### src/rtl/core/dsi_gateway_ior_parser_macros.svh
// Assertion macros for the gateway IOR parser RTL.
`ifndef DSI_GATEWAY_IOR_PARSER_MACROS_SVH
`define DSI_GATEWAY_IOR_PARSER_MACROS_SVH

// Same-cycle implication, checked on clk, masked during rst.
`define DSIGW_ASSERT_NOW(name, ante, cons, msg) \
  name: assert property (@(posedge clk) disable iff (rst) (ante) |-> (cons)) \
    else $error(msg);

// Next-cycle implication, checked on clk, masked during rst.
`define DSIGW_ASSERT_NEXT(name, ante, cons, msg) \
  name: assert property (@(posedge clk) disable iff (rst) (ante) |=> (cons)) \
    else $error(msg);

`endif

### src/rtl/core/dsigw_pkg.sv
// Package: request/result types, status codes and constants for the IOR parser.
`default_nettype none

package dsigw_pkg;

  // Fixed framing lengths and expected version
  localparam int unsigned HEAD_BYTES      = 12;
  localparam int unsigned SERVER_ID_BYTES = 20;
  localparam logic [15:0] VERSION_OK      = 16'h0100;

  // Configuration register indexes
  localparam int unsigned CFG_INDEX_W    = 2;
  localparam logic [1:0]  CFG_ADAPT_LEN  = 2'd0;
  localparam logic [1:0]  CFG_PROF_TAG   = 2'd1;
  localparam logic [1:0]  CFG_LOC_TAG    = 2'd2;
  localparam int unsigned CFG_DATA_W     = 32;

  // Configuration reset values
  localparam logic [7:0]  ADAPT_LEN_RST  = 8'd0;
  localparam logic [31:0] PROF_TAG_RST   = 32'h4953_4F06;
  localparam logic [31:0] LOC_TAG_RST    = 32'h4953_4F50;

  // Result status codes
  localparam logic [1:0] ST_OK          = 2'd0;
  localparam logic [1:0] ST_PROF_MISS   = 2'd1;
  localparam logic [1:0] ST_LOC_MISS    = 2'd2;
  localparam logic [1:0] ST_KEY_LONG    = 2'd3;

  localparam logic [2:0] MAX_KEY_BYTES  = 3'd4;

  typedef struct packed {
    logic [7:0] data_byte;
    logic       message_start;
  } byte_req_t;

  typedef struct packed {
    logic [1:0]  status;
    logic [31:0] carousel_num;
    logic [15:0] module_num;
    logic [31:0] object_key;
    logic [2:0]  key_length;
    logic        profile_count_warning;
    logic        lite_count_warning;
    logic        version_warning;
  } result_t;

  // Engine output towards the result register
  typedef struct packed {
    logic    valid;
    result_t data;
  } emit_t;

endpackage

`default_nettype wire

### src/rtl/core/dsigw_engine.sv
// Byte-wise parse engine: phase, field counter, shift register and saved fields.
`default_nettype none

module dsigw_engine (
  input  wire logic                clk,
  input  wire logic                rst,
  input  wire logic                step,
  input  wire dsigw_pkg::byte_req_t step_data,
  input  wire logic [7:0]          adaptation_length,
  input  wire logic [31:0]         profile_tag,
  input  wire logic [31:0]         location_tag,
  output dsigw_pkg::emit_t         emit
);
  import dsigw_pkg::*;

  // Parse phase codes
  localparam logic [4:0] PH_IDLE     = 5'd0;
  localparam logic [4:0] PH_HEAD     = 5'd1;
  localparam logic [4:0] PH_PRIV1    = 5'd2;
  localparam logic [4:0] PH_PRIV2    = 5'd3;
  localparam logic [4:0] PH_TYPELEN  = 5'd4;
  localparam logic [4:0] PH_TYPEID   = 5'd5;
  localparam logic [4:0] PH_PCOUNT   = 5'd6;
  localparam logic [4:0] PH_PTAG     = 5'd7;
  localparam logic [4:0] PH_BODYSIZE = 5'd8;
  localparam logic [4:0] PH_ORDER    = 5'd9;
  localparam logic [4:0] PH_LITE     = 5'd10;
  localparam logic [4:0] PH_LTAG     = 5'd11;
  localparam logic [4:0] PH_OBJSIZE  = 5'd12;
  localparam logic [4:0] PH_CAROUSEL = 5'd13;
  localparam logic [4:0] PH_MODULE   = 5'd14;
  localparam logic [4:0] PH_VERSION  = 5'd15;
  localparam logic [4:0] PH_KEYLEN   = 5'd16;
  localparam logic [4:0] PH_KEY      = 5'd17;

  localparam logic [31:0] FIXED_SKIP = 32'(HEAD_BYTES + SERVER_ID_BYTES);

  // Warning flag bits
  localparam int unsigned WB_PROFILE = 0;
  localparam int unsigned WB_LITE    = 1;
  localparam int unsigned WB_VERSION = 2;

  logic [4:0]  phase,          phase_next;
  logic [31:0] skip_count,     skip_count_next;
  logic [31:0] field_shift,    field_shift_next;
  logic [31:0] saved_carousel, saved_carousel_next;
  logic [15:0] saved_module,   saved_module_next;
  logic [2:0]  warning_flags,  warning_flags_next;
  logic [2:0]  key_bytes_left, key_bytes_left_next;

  // Effective state once a message start has been applied
  logic [4:0]  ph;
  logic [31:0] cnt;
  logic [31:0] shv;
  logic [31:0] cnt_dec;

  // Next-state and result for the byte being stepped
  always_comb begin
    ph                  = phase;
    cnt                 = skip_count;
    field_shift_next    = field_shift;
    saved_carousel_next = saved_carousel;
    saved_module_next   = saved_module;
    warning_flags_next  = warning_flags;
    key_bytes_left_next = key_bytes_left;

    if (step_data.message_start) begin
      ph                  = PH_HEAD;
      cnt                 = FIXED_SKIP + {24'd0, adaptation_length};
      field_shift_next    = '0;
      saved_carousel_next = '0;
      saved_module_next   = '0;
      warning_flags_next  = '0;
      key_bytes_left_next = '0;
    end

    phase_next      = ph;
    skip_count_next = cnt;
    shv             = {field_shift_next[23:0], step_data.data_byte};
    cnt_dec         = cnt - 32'd1;

    emit                          = '0;
    emit.data.carousel_num        = saved_carousel_next;
    emit.data.module_num          = saved_module_next;
    emit.data.profile_count_warning = warning_flags_next[WB_PROFILE];
    emit.data.lite_count_warning    = warning_flags_next[WB_LITE];
    emit.data.version_warning       = warning_flags_next[WB_VERSION];

    if (ph != PH_IDLE && cnt != 32'd0) begin
      field_shift_next = shv;
      skip_count_next  = cnt_dec;
      if (cnt_dec == 32'd0) begin
        // Field complete: act on it and open the next one
        field_shift_next = '0;
        unique case (ph)
          PH_HEAD: begin
            phase_next = PH_PRIV1; skip_count_next = 32'd2;
          end
          PH_PRIV1: begin
            if (shv == 32'd0) begin
              phase_next = PH_PRIV2; skip_count_next = 32'd2;
            end else begin
              phase_next = PH_TYPELEN; skip_count_next = 32'd4;
            end
          end
          PH_PRIV2: begin
            phase_next = PH_TYPELEN; skip_count_next = 32'd4;
          end
          PH_TYPELEN: begin
            if (shv == 32'd0) begin
              phase_next = PH_PCOUNT; skip_count_next = 32'd4;
            end else begin
              phase_next = PH_TYPEID; skip_count_next = shv;
            end
          end
          PH_TYPEID: begin
            phase_next = PH_PCOUNT; skip_count_next = 32'd4;
          end
          PH_PCOUNT: begin
            if (shv > 32'd1) warning_flags_next[WB_PROFILE] = 1'b1;
            phase_next = PH_PTAG; skip_count_next = 32'd4;
          end
          PH_PTAG: begin
            if (shv != profile_tag) begin
              emit.valid       = 1'b1;
              emit.data.status = ST_PROF_MISS;
              phase_next       = PH_IDLE;
              skip_count_next  = '0;
            end else begin
              phase_next = PH_BODYSIZE; skip_count_next = 32'd4;
            end
          end
          PH_BODYSIZE: begin
            phase_next = PH_ORDER; skip_count_next = 32'd1;
          end
          PH_ORDER: begin
            phase_next = PH_LITE; skip_count_next = 32'd1;
          end
          PH_LITE: begin
            if (shv != 32'd2) warning_flags_next[WB_LITE] = 1'b1;
            phase_next = PH_LTAG; skip_count_next = 32'd4;
          end
          PH_LTAG: begin
            if (shv != location_tag) begin
              emit.valid       = 1'b1;
              emit.data.status = ST_LOC_MISS;
              phase_next       = PH_IDLE;
              skip_count_next  = '0;
            end else begin
              phase_next = PH_OBJSIZE; skip_count_next = 32'd1;
            end
          end
          PH_OBJSIZE: begin
            phase_next = PH_CAROUSEL; skip_count_next = 32'd4;
          end
          PH_CAROUSEL: begin
            saved_carousel_next = shv;
            phase_next = PH_MODULE; skip_count_next = 32'd2;
          end
          PH_MODULE: begin
            saved_module_next = shv[15:0];
            phase_next = PH_VERSION; skip_count_next = 32'd2;
          end
          PH_VERSION: begin
            if (shv[15:0] != VERSION_OK) warning_flags_next[WB_VERSION] = 1'b1;
            phase_next = PH_KEYLEN; skip_count_next = 32'd1;
          end
          PH_KEYLEN: begin
            if (shv > {29'd0, MAX_KEY_BYTES}) begin
              emit.valid       = 1'b1;
              emit.data.status = ST_KEY_LONG;
              phase_next       = PH_IDLE;
              skip_count_next  = '0;
            end else if (shv == 32'd0) begin
              emit.valid       = 1'b1;
              emit.data.status = ST_OK;
              phase_next       = PH_IDLE;
              skip_count_next  = '0;
            end else begin
              key_bytes_left_next = shv[2:0];
              phase_next = PH_KEY; skip_count_next = shv;
            end
          end
          PH_KEY: begin
            emit.valid           = 1'b1;
            emit.data.status     = ST_OK;
            emit.data.object_key = shv;
            emit.data.key_length = key_bytes_left_next;
            phase_next           = PH_IDLE;
            skip_count_next      = '0;
          end
          default: begin
            phase_next      = PH_IDLE;
            skip_count_next = '0;
          end
        endcase
      end
    end
  end

  // Parser state, advanced once per stepped byte
  always_ff @(posedge clk) begin
    if (rst) begin
      phase          <= PH_IDLE;
      skip_count     <= '0;
      field_shift    <= '0;
      saved_carousel <= '0;
      saved_module   <= '0;
      warning_flags  <= '0;
      key_bytes_left <= '0;
    end else if (step) begin
      phase          <= phase_next;
      skip_count     <= skip_count_next;
      field_shift    <= field_shift_next;
      saved_carousel <= saved_carousel_next;
      saved_module   <= saved_module_next;
      warning_flags  <= warning_flags_next;
      key_bytes_left <= key_bytes_left_next;
    end
  end

endmodule

`default_nettype wire

### src/rtl/core/dsi_gateway_ior_parser.sv
// Top level of the download-server-initiate gateway IOR parser.
// Throughput: one byte request per cycle while no result is held, with no gaps between messages.
// Stalls: a result held by result_ready blocks the parse step and so the byte input.
// Result path: the closing byte is accepted into the byte input register, then the
// parse step writes the result register.
// Reset (rst, synchronous): parser idle, both registers empty, configuration to defaults.
`default_nettype none
`include "dsi_gateway_ior_parser_macros.svh"

module dsi_gateway_ior_parser (
  input  wire logic                               clk,
  input  wire logic                               rst,
  input  wire logic                               byte_valid,
  output logic                                    byte_ready,
  input  wire dsigw_pkg::byte_req_t                byte_data,
  output logic                                    result_valid,
  input  wire logic                               result_ready,
  output dsigw_pkg::result_t                      result_data,
  input  wire logic                               cfg_write_en,
  input  wire logic [dsigw_pkg::CFG_INDEX_W-1:0]  cfg_index,
  input  wire logic [dsigw_pkg::CFG_DATA_W-1:0]   cfg_wdata
);
  import dsigw_pkg::*;

  logic [7:0]  adaptation_length;
  logic [31:0] profile_tag;
  logic [31:0] location_tag;

  logic      s1_valid;
  byte_req_t s1_data;
  logic      advance;
  emit_t     emit;

  // Configuration registers
  always_ff @(posedge clk) begin
    if (rst) begin
      adaptation_length <= ADAPT_LEN_RST;
      profile_tag       <= PROF_TAG_RST;
      location_tag      <= LOC_TAG_RST;
    end else if (cfg_write_en) begin
      unique case (cfg_index)
        CFG_ADAPT_LEN: adaptation_length <= cfg_wdata[7:0];
        CFG_PROF_TAG:  profile_tag       <= cfg_wdata;
        CFG_LOC_TAG:   location_tag      <= cfg_wdata;
        default: ;
      endcase
    end
  end

  // Byte input register; steps into the engine whenever the result slot is free
  assign advance    = s1_valid && (!result_valid || result_ready);
  assign byte_ready = !s1_valid || advance;

  always_ff @(posedge clk) begin
    if (rst) begin
      s1_valid <= 1'b0;
    end else if (byte_ready) begin
      s1_valid <= byte_valid;
    end
  end

  always_ff @(posedge clk) begin
    if (byte_valid && byte_ready) begin
      s1_data <= byte_data;
    end
  end

  dsigw_engine u_engine (
    .clk               (clk),
    .rst               (rst),
    .step              (advance),
    .step_data         (s1_data),
    .adaptation_length (adaptation_length),
    .profile_tag       (profile_tag),
    .location_tag      (location_tag),
    .emit              (emit)
  );

  // Result register
  always_ff @(posedge clk) begin
    if (rst) begin
      result_valid <= 1'b0;
    end else if (advance) begin
      result_valid <= emit.valid;
    end else if (result_ready) begin
      result_valid <= 1'b0;
    end
  end

  always_ff @(posedge clk) begin
    if (advance && emit.valid) begin
      result_data <= emit.data;
    end
  end

  // Checks
  `DSIGW_ASSERT_NOW(a_key_only_ok, result_valid && result_data.status != ST_OK,
    result_data.key_length == 3'd0 && result_data.object_key == 32'd0,
    "key reported with a failing status")
  `DSIGW_ASSERT_NOW(a_tag_miss_no_ids,
    result_valid && (result_data.status == ST_PROF_MISS ||
                     result_data.status == ST_LOC_MISS),
    result_data.carousel_num == 32'd0 && result_data.module_num == 16'd0,
    "carousel or module id reported before it was parsed")
  `DSIGW_ASSERT_NOW(a_key_len_range, result_valid,
    result_data.key_length <= MAX_KEY_BYTES, "key length above limit")
  `DSIGW_ASSERT_NEXT(a_stage_hold, s1_valid && !advance,
    s1_valid && $stable(s1_data), "input stage lost a stalled byte")

endmodule

`default_nettype wire

### config.mk
export PLATFORM = sky130hd
export DESIGN_NAME = dsi_gateway_ior_parser
export DESIGN_NICKNAME = d
export VERILOG_FILES = /design/src/rtl/core/dsigw_pkg.sv /design/src/rtl/core/dsigw_engine.sv /design/src/rtl/core/dsi_gateway_ior_parser.sv
export VERILOG_INCLUDE_DIRS = /design/src /design/src/rtl/core
export SDC_FILE = /design/constraint.sdc
export NUM_CORES = 1
export LEC_CHECK = 0
export BUFFER_PORTS_ARGS = -buffer_cell sky130_fd_sc_hd__buf_2
export CORE_UTILIZATION = 60
export DETAILED_ROUTE_END_ITERATION = 10
export GPL_TIMING_DRIVEN = 0
export PLACE_DENSITY = 0.81
export SKIP_CTS_REPAIR_TIMING = 1
export SLEW_MARGIN = 20
export SYNTH_ARGS = -nofsm -noshare
export SYNTH_HDL_FRONTEND = slang
export SYNTH_HIERARCHICAL = 1
export SYNTH_SLANG_ARGS = --single-unit
### constraint.sdc
create_clock -name clk -period 11.85 [get_ports clk]
set_clock_uncertainty 0.05 [all_clocks]
set_input_delay 0.5925 -clock clk [delete_from_list [all_inputs] [get_ports clk]]
set_output_delay 0.5925 -clock clk [all_outputs]
set_load 0.1 [all_outputs]
# After elaboration in Yosys (flattened, before gate mapping)
# Index checks and enable logic that the tools add are counted.
# totals
inputBits	48
output_inout_bits	90
wordCells	126
register_bits	286
# classes
addsub	2
n_reduce_logical	22
mux	55
n_lt_le_gt_ge	2
eq_ne	23
# ops
operator	count
$mux W32	10
$pmux W32 S8	1
$pmux W5 S16	1
$mux W24	3
$logic_not A32 Y1	2
$mux W16	4
$ne A32 B32 Y1	2
$mux W3	18
$eq A5 B4 Y1 const B	8
$gt A32 B1 Y1 const B	1
$gt A32 B3 Y1 const B	1
$ne A32 B2 Y1 const B	1
$reduce_bool A32 Y1	1
$sub A32 B1 Y32 const B	1
$mux W5	5
$eq A5 B3 Y1 const B	4
$ne A16 B9 Y1 const B	1
$pmux W3 S4	1
$eq A5 B2 Y1 const B	2
$eq A5 B5 Y1 const B	2
$add A6 B8 Y9 const A	1
$mux W1	9
$mux W4	2
$reduce_and A2 Y1	4
other kinds (13)	19

# Longest topological paths before layout
# Gate-level depths: netlist of run 1.
# logic_depth
depth_word	8
depth_mapped	25
depth_no_buf	13

# Cells and area by module
# Netlist of run 1, hierarchy kept.
# modules_own_cells
mod	area_each_um2	instances	seq_area_each_um2	cells_each
dsigw_engine	8478.1	1	2302.2	1094
dsi_gateway_ior_parser	5900.7	1	4394.2	386

# Least setup slack after synthesis of run 1
# Ideal clock, no wire load.
# synth_timing
path_kind	reg-to-reg
startpoint	reg s1_data[0] in the netlist's numbering
endpoint	reg result_data[0] in the netlist's numbering (enable)
setup_ns	0.546
path_slack_ns	1.673
period_less_slack_ns	10.177
n_path_buf	12
stages_incl_launch_ff	26
t_required_ns	11.254
t_arrival_ns	9.582
cell_sequence	edfxtp_1 > buf_6 > buf_2 > buf_2 > buf_1 > clkbuf_1 > buf_2 > buf_2 > buf_1 > clkbuf_1 > mux2i_1 > ha_1 > clkbuf_1 > nand2_2 > or4_4 > buf_6 > o31ai_4 > o32ai_1 > nor4_2 > nand4_2 > nor2_1 > clkbuf_1 > nand3_1 > a31oi_1 > nand2_1 > nor2b_1
# synth_rtl
item	line_no	rtl
start: declaration	dsi_gateway_ior_parser.sv:30	byte_req_t s1_data;
start signal: assignment	dsi_gateway_ior_parser.sv:64	s1_data <= byte_data;
end signal: assignment	dsi_gateway_ior_parser.sv:92	result_data <= emit.data;
end: declaration	dsi_gateway_ior_parser.sv:18	output dsigw_pkg::result_t result_data,

==> flow_metrics.tcl, run 1 <==
set metrics [dict create \
    cells_after_dpl 1939 \
    max-vdd-ir-drop_uv 115 \
    critical-path-top-delay-family "buffers and inverters" \
    worstHoldEndpoint "s1_data[3]$_DFFE_PP_" \
    report.final.slew_viol_count 0 \
    timing.critical_path.required_ns 12.06 \
    total_switching_power_mw 0.588 \
    rr_worst_depth 26 \
    grt_start_max_net_pins 26 \
    routed_via_density 6.54 \
    cts_tree "built" \
    rsz0062_at_grt "no" \
    hold_path.class "primary input to flop" \
    yosysSeqAreaShare 0.466 \
    first_global_vias 11900 \
    start_util 0.613 \
    die_width_um 157 \
    clock_sink_count 286 \
    r2r_setup_slack_ns 1.84 \
    synthesized_netlist_net_count 1531 \
    synth.ff_latch_count 286 \
    route.vias.total 13000 \
    cp_data_arrival_time_ns 10.23 \
    static-leakage-power_nw 5.79 \
    finalInstanceArea_um2 16600 \
    fin_crit_sh 0.845 \
    layout.cells.non_filler 1994 \
    clk_latency_ns 0.56 \
    cp_slowest_cell "clkbuf_1" \
    design.die.area_um2 24600 \
    endpoint_kind "flop" \
    post_synth_xor_area_fraction 0.0292 \
    synth_cell_type_count 86 \
    fillerInstances 1792 \
    timing.setup.critical_path_class "flop to flop" \
    root_buffer_cell "clkbuf_16" \
    drt-wirelength-per-cell_um 23.6 \
    post_synthesis_share_of_cell_area_spent_on_and_or_nand_and_nor_gates 0.225 \
    grt_pass1_wl_mm 70.7 \
    edff_count_synth 97 \
    fin_crit_ns 10.01 \
    cts_max_level 1 \
    post-route-drc-count 0 \
    syn-mean-instance-area_um2 9.72 \
    drtAntennaViolNets 0 \
    number_of_antenna_violations_at_the_first_check_in_global_routing 2 \
    worst-slew-pin-transition_ns 1.02 \
    synth.yosys.warnings 6 \
    layout.nets 1702 \
    syn_inst 1480 \
    timing.hold.worst_path_depth 1 \
    post_synth_fa_ha_maj_area_fraction 0.00261 \
    status "complete, no violations" \
    synth_area_um2 14400 \
    final_hold_slack_ns 0.156 \
    synthDominantCellAreaShare 0.263 \
    synthMuxAreaShare 0.0593 \
    slowest_delay_ns 0.74 \
    clk_network_pwr_share 0.435 \
    async_reset_ff_frac 0 \
    timing.critical_path.buf_inv 13 \
    dp_hpwl_mm 33.8 \
    internal_power_mw 1.72 \
    regToRegEndpoint "result_data[35]$_DFFE_PP_" \
    synth_compound_gate_area_share 0.170 \
    floorplan.io_pins 138 \
    core_um2 23500 \
    pwr-share-comb 0.111 \
    firstDrtPassIters 6 \
    power_frac_seq 0.454 \
    synth_top_family_by_area "simple AND/OR/NAND/NOR gates" \
    ys_top_cells_by_area "dfxtp_1, edfxtp_1, mux2i_1, a22o_1, nor2_1" \
    fin_setup_tns_ns 0 \
    postSynth.topFlopCell "dfxtp_1" \
    clk_path_buf_depth 3 \
    largest_area_contributor_in_the_netlist "dfxtp_1" \
    layout-drive-gt1-share 0.149 \
    clkSlewWorstSetupHoldPaths_ns 0.06 \
    cts_inserted_buffers 29 \
    holdCritStartpoint "byte_data[3]" \
    port-buffer-count 137 \
    overflow 0 \
    crit_fanout 25 \
    p_per_area_nw_per_um2 139 \
    gp_congestion 1.02 \
    worst_slew_margin_rel 0.317 \
    grt.total_usage 0.381 \
    maxCapViolCount 0 \
    syn2layout_area_growth_pct 15.6 \
    final-setup-viol-count 0 \
    detailed_place.area_um2 15600 \
    netSwitchingFraction 0.255 \
    finalHoldViolations 0 \
    worst_setup_path_start_kind "flop" \
    core.rowCount 56 \
    die_height_um 157 \
    fmax_ghz 0.0999 \
    first_iter_violations 1620 \
    totalWireLength_mm 47.0 \
    critical_path.reg2reg.startpoint "s1_data[0]$_DFFE_PP_" \
]
## power by group through the flow
| stage | sequential, mW | combinational, mW | clock, mW |
|---|---|---|---|
| floorplan | 1.06 | 0.170 | 0 |
| global placement | 1.07 | 0.242 | 0 |
| detailed placement | 1.07 | 0.244 | 0 |
| CTS | 1.04 | 0.246 | 1.00 |
| global route | 1.05 | 0.269 | 1.04 |
| finish | 1.05 | 0.255 | 1.00 |
## synth_stat cells (6+ instances only)
master	n
and2_1	38
nor4bb_1	18
a22oi_1	10
a211oi_1	10
inv_1	17
or3_1	6
nand2_1	61
mux2i_1	84
a22o_1	67
a21oi_1	56
buf_6	16
clkbuf_1	88
a221oi_1	6
nand4_1	17
nand3_1	17
o32ai_1	21
o21ai_0	31
nor4_1	33
xor2_1	15
a32oi_1	8
a31oi_1	35
nor2_1	155
and3_1	8
o21ai_1	15
dfxtp_1	189
or4_1	7
nor3_1	38
nor3b_1	7
buf_1	6
buf_2	20
xnor2_1	33
nand2b_1	76
nor2b_1	60
edfxtp_1	97
## how the worst max path moves through the flow
| stage | depth (start not counted) | slack (ns) | end | from |
|---|---|---|---|---|
| 4_1_cts | 26 | 2.15 | result_data[35]$_DFFE_PP_ | s1_data[0]$_DFFE_PP_ |
| 3_5_place_dp | 26 | 2.15 | result_data[35]$_DFFE_PP_ | s1_data[0]$_DFFE_PP_ |
| 6_report | 26 | 1.84 | result_data[35]$_DFFE_PP_ | s1_data[0]$_DFFE_PP_ |
| 3_3_place_gp | 24 | -2.18 | result_data[53]$_DFFE_PP_ | s1_data[0]$_DFFE_PP_ |
| 2_1_floorplan | 25 | 1.67 | result_data[0]$_DFFE_PP_ | s1_data[0]$_DFFE_PP_ |
| 5_1_grt | 26 | 1.47 | result_data[35]$_DFFE_PP_ | s1_data[0]$_DFFE_PP_ |
## flip-flops by register name, summed over array words and instances, names as in the netlist
register,count
result_data,88
location_tag,32
profile_tag,32
u_engine/saved_carousel,32
u_engine/skip_count,32
u_engine/field_shift,24
u_engine/saved_module,16
s1_data,9
adaptation_length,8
u_engine/phase,5
u_engine/key_bytes_left,3
u_engine/warning_flags,3
result_valid,1
s1_valid,1
## routing by layer
layer  share of wire  global-route usage  vias to the layer above
met5               0                   0                        -
met4           0.050               0.157                        0
met3            0.11              0.0714                      156
met2            0.43               0.590                      928
met1            0.40               0.522                     6145
li1                -                   -                     5813
## through the flow
step | worst slack [ns] | utilization | total power [mW]
final | 1.84 | 0.708 | 2.30
after global routing | 1.47 | 0.708 | 2.36
after CTS | 2.15 | 0.707 | 2.29
after detailed placement | 2.15 | 0.663 | 1.31
after global placement | -2.18 | 0.659 | 1.31
after floorplan | 1.67 | - | 1.23
## logic make-up after synthesis
group | after synthesis
AOI/OAI and AO/OA | 334
xor gates and xnor gates | 48
adders and majority gates | 3
buffers and inverters | 147
DFF | 286
muxes | 85
and+or+nand+nor | 577
## cells in the final DEF (no fill, tap or decap), drive strengths merged, types with 10 or more instances in the layout
cell type / synthesis / final
xnor2: 33 / 33
nor4: 39 / 39
nand4: 18 / 18
o32ai: 22 / 22
nand2b: 76 / 76
clkbuf: 88 / 124
a31oi: 35 / 35
dfxtp: 189 / 189
mux2i: 84 / 84
a21oi: 56 / 56
a211oi: 10 / 10
o21ai: 46 / 46
nor2: 155 / 155
a22o: 67 / 67
edfxtp: 97 / 97
and2: 38 / 38
nor2b: 60 / 60
nand3: 17 / 17
inv: 17 / 18
a22oi: 10 / 10
nor3: 40 / 40
nor4bb: 18 / 18
xor2: 15 / 15
buf: 42 / 182
nand2: 62 / 62
## area by class of cell
type	count	area, um^2	share of cell area
repair buffers	140	768	0.0462
diodes	1	2.50	0.000151
flip-flops and latches	286	6700	0.403
clock inverters	18	270	0.0163
plain buffers	130	633	0.0381
inverters	17	63.8	0.00384
multi-input cells	1047	7000	0.421
well taps	319	399	0.0240
clock buffers	36	782	0.0471
## worst reg2reg max path: stages (launching register included)
cell	delay, ns
edfxtp_1	0.44
buf_6	0.17
buf_2	0.23
buf_2	0.26
buf_1	0.44
clkbuf_1	0.67
buf_2	0.38
buf_2	0.28
buf_1	0.54
clkbuf_1	0.74
mux2i_1	0.36
ha_1	0.19
clkbuf_1	0.34
o211ai_1	0.18
a2111oi_0	0.59
nand2_1	0.27
a311o_1	0.45
nor4_1	0.39
nand4_2	0.30
nor2_1	0.20
clkbuf_1	0.46
nand3_1	0.21
a31oi_1	0.38
nand2_1	0.18
nor2b_4	0.54
buf_16	0.26
buf_16	0.19
Power figures use the tool's default switching activity.
==> inputs of run 2 (changes only) <==
--- a/config.mk
+++ b/config.mk
@@ -6,11 +6,12 @@
 export SDC_FILE = /design/constraint.sdc
 export NUM_CORES = 1
 export LEC_CHECK = 0
+export ABC_AREA = 1
 export BUFFER_PORTS_ARGS = -buffer_cell sky130_fd_sc_hd__buf_2
-export CORE_UTILIZATION = 60
+export CORE_UTILIZATION = 55
 export DETAILED_ROUTE_END_ITERATION = 10
 export GPL_TIMING_DRIVEN = 0
-export PLACE_DENSITY = 0.81
+export PLACE_DENSITY = 0.77
 export SKIP_CTS_REPAIR_TIMING = 1
 export SLEW_MARGIN = 20
 export SYNTH_ARGS = -nofsm -noshare
==> constraint.sdc (replaced) <==
create_clock -name clk -period 9.1 [get_ports clk]
set_clock_uncertainty 0.05 [all_clocks]
set_input_delay 0.455 -clock clk [delete_from_list [all_inputs] [get_ports clk]]
set_output_delay 0.455 -clock clk [all_outputs]
set_load 0.1 [all_outputs]
==> run 2 against run 1 <==
  * Wire length is 20% higher
  * Final cell count up 49%
  * Clock-buffer cell count increased by 2
  * Critical path depth rose by 3
  * Die area is 21% higher
  * Via count rose by 31%
  * First-iteration DRC count is 43% higher
  * Design area grew 10%
  * Power grew 38%
  * Sequential share of layout area fell by 3.8 points
  * Synthesized cell count grew 62%
  * Largest cell class unchanged
==> flow_metrics.tcl, run 2 <==
set metrics [dict create \
    port-buffer-count 137 \
    finalHoldViolations 0 \
    synth_area_um2 16000 \
    final-setup-viol-count 0 \
    cells_after_dpl 2921 \
    route.vias.total 17000 \
    final_cell_mix "nand2_1, nor2_1, inv_1" \
    static-leakage-power_nw 7.92 \
    maxCapViolCount 0 \
    first_iter_violations 2314 \
    clk_path_buf_depth 3 \
    floorplan.io_pins 138 \
    overflow 0 \
    final_core_utilization 0.639 \
    layout.cells.non_filler 2979 \
    timing.critical_path.mode_cell "nand2_1" \
    cts_inserted_buffers 30 \
    async_reset_ff_frac 0 \
    layout-drive-gt1-share 0.118 \
    slowest_delay_ns 0.77 \
    post_synth_xor_area_fraction 0.0278 \
    endpoint_kind "flop" \
    syn_inst 2395 \
    worst_setup_path_start_kind "flop" \
    detailed_place.area_um2 17300 \
    cp_slowest_cell "nor3b_4" \
    cts_max_level 1 \
    largest_area_contributor_in_the_netlist "dfxtp_1" \
    edff_count_synth 97 \
    firstDrtPassIters 8 \
    final_hold_slack_ns 0.0151 \
    status "complete, no violations" \
    fin_crit_ns 6.35 \
    synth_compound_gate_area_share 0.0937 \
    first_global_vias 15700 \
    syn-mean-instance-area_um2 6.70 \
    yosysSeqAreaShare 0.417 \
    die_width_um 173 \
    postSynth.topFlopCell "dfxtp_1" \
    syn2layout_area_growth_pct 14.4 \
    grt.total_usage 0.372 \
    clk_latency_ns 0.58 \
    drtAntennaViolNets 0 \
    core_um2 28700 \
    worst-slew-pin-transition_ns 1.06 \
    grt_start_max_net_pins 19 \
    finalInstanceArea_um2 18300 \
    post-route-drc-count 0 \
    cp_data_arrival_time_ns 6.56 \
    placement.setup.worst_slack_ns 2.78 \
    synthesized_netlist_net_count 2446 \
    cts_tree "built" \
    hold_path.class "primary input to flop" \
    synth.yosys.warnings 6 \
    layout.nets 2620 \
    dp_hpwl_mm 41.2 \
    mostFrequentLayoutCell "nand2_1" \
    largest_register_ffs 88 \
    drt-wirelength-per-cell_um 19.0 \
    final_total_pwr_mw 3.19 \
    start_util 0.559 \
    synth_top_family_by_area "simple AND/OR/NAND/NOR gates" \
    ys_top_cells_by_count "nand2_1, nor2_1, inv_1, nand3_1, dfxtp_1" \
    clkSlewWorstSetupHoldPaths_ns 0.06 \
    registers.top_by_ff_count "result_data" \
    die_height_um 173 \
    crit_fanout 18 \
    timing.critical_path.required_ns 9.31 \
    ys_top_cells_by_area "dfxtp_1, edfxtp_1, nand2_1, nor2_1, nand3_1" \
    synthMuxAreaShare 0 \
    worst_slew_margin_rel 0.291 \
    synth_cell_type_count 43 \
    timing.setup.critical_path_class "flop to flop" \
    max-vdd-ir-drop_uv 169 \
    fin_setup_tns_ns 0 \
    post_synthesis_share_of_cell_area_spent_on_and_or_nand_and_nor_gates 0.362 \
    grt_pass1_wl_mm 86.5 \
    yosysMostFrequentCell "nand2_1" \
    synthDominantCellAreaShare 0.236 \
    final_ws_setup_ns 2.75 \
    synth.ff_latch_count 286 \
    post_synth_fa_ha_maj_area_fraction 0.00234 \
    p_per_area_nw_per_um2 174 \
    fin_crit_sh 0.698 \
    routed_via_density 5.72 \
    rsz0062_at_grt "no" \
    root_buffer_cell "clkbuf_16" \
    clock_sink_count 286 \
    core.rowCount 62 \
    design.die.area_um2 29900 \
    fmax_ghz 0.157 \
    report.final.slew_viol_count 0 \
    totalWireLength_mm 56.5 \
    number_of_antenna_violations_at_the_first_check_in_global_routing 1 \
    gp_congestion 0.999 \
]
run 2: changes by cell type in the layout (fill, tap and decap cells not counted), sizes merged, moves of 36 or more:
cell / delta
nand3: +199
inv: +234
mux2i: -84
o21ai: +54
nor4: -36
nor2b: -58
nand2: +696
nand2b: -76
a21oi: +125
a22o: -67
nor2: +157
and2: -38
run 2: final timing paths:
kind	start	endpoint	slack [ns]	cells past startpoint
setup / recovery	s1_data[0]$_DFFE_PP_	result_data[87]$_DFFE_PP_	2.75	29
hold / removal	byte_data[7]	s1_data[7]$_DFFE_PP_	0.02	1
setup reg to reg	s1_data[0]$_DFFE_PP_	result_data[87]$_DFFE_PP_	2.75	29
hold reg to reg	u_engine/saved_carousel[5]$_SDFFE_PP0P_	u_engine/saved_carousel[5]$_SDFFE_PP0P_	0.41	2
run 2: power by group:
part | switching, mW | internal [mW]
Sequential | 0.0300 | 1.35
Combinational | 0.362 | 0.133
Clock | 0.530 | 0.783
run 2: cells by family after synthesis:
family	count (synthesis)
XOR/XNOR	51
flip-flops	286
AO/OA/AOI/OAI	294
adder cells (fa/ha/maj)	3
AND/OR/NAND/NOR	1377
buffers and inverters	384
run 2: layout make-up:
class	instances	area [um^2]
multi-input cells	1725	7810
clock inverters	18	238
clock buffers	38	822
inverters	251	945
fillers	2733	10400
plain buffers	133	606
repair buffers	142	749
diodes	2	5.00
flip-flops and latches	286	6700
well taps	384	480
run 2: critical path, delay by kind of cell, from the launching register on:
| kind | cells | cell delay (ns) |
|---|---|---|
| AO/OA/AOI/OAI | 2 | 0.62 |
| flip-flops | 1 | 0.38 |
| adder cells (fa/ha/maj) | 1 | 0.15 |
| buffers and inverters | 11 | 1.98 |
| AND/OR/NAND/NOR | 15 | 2.82 |
run 2: layer usage:
layer / part of all wire / track usage / vias up
met5: 0 / 0 / -
met4: 0.060 / 0.206 / 0
met3: 0.11 / 0.0578 / 207
met2: 0.44 / 0.584 / 992
met1: 0.40 / 0.491 / 7839
li1: - / - / 7994
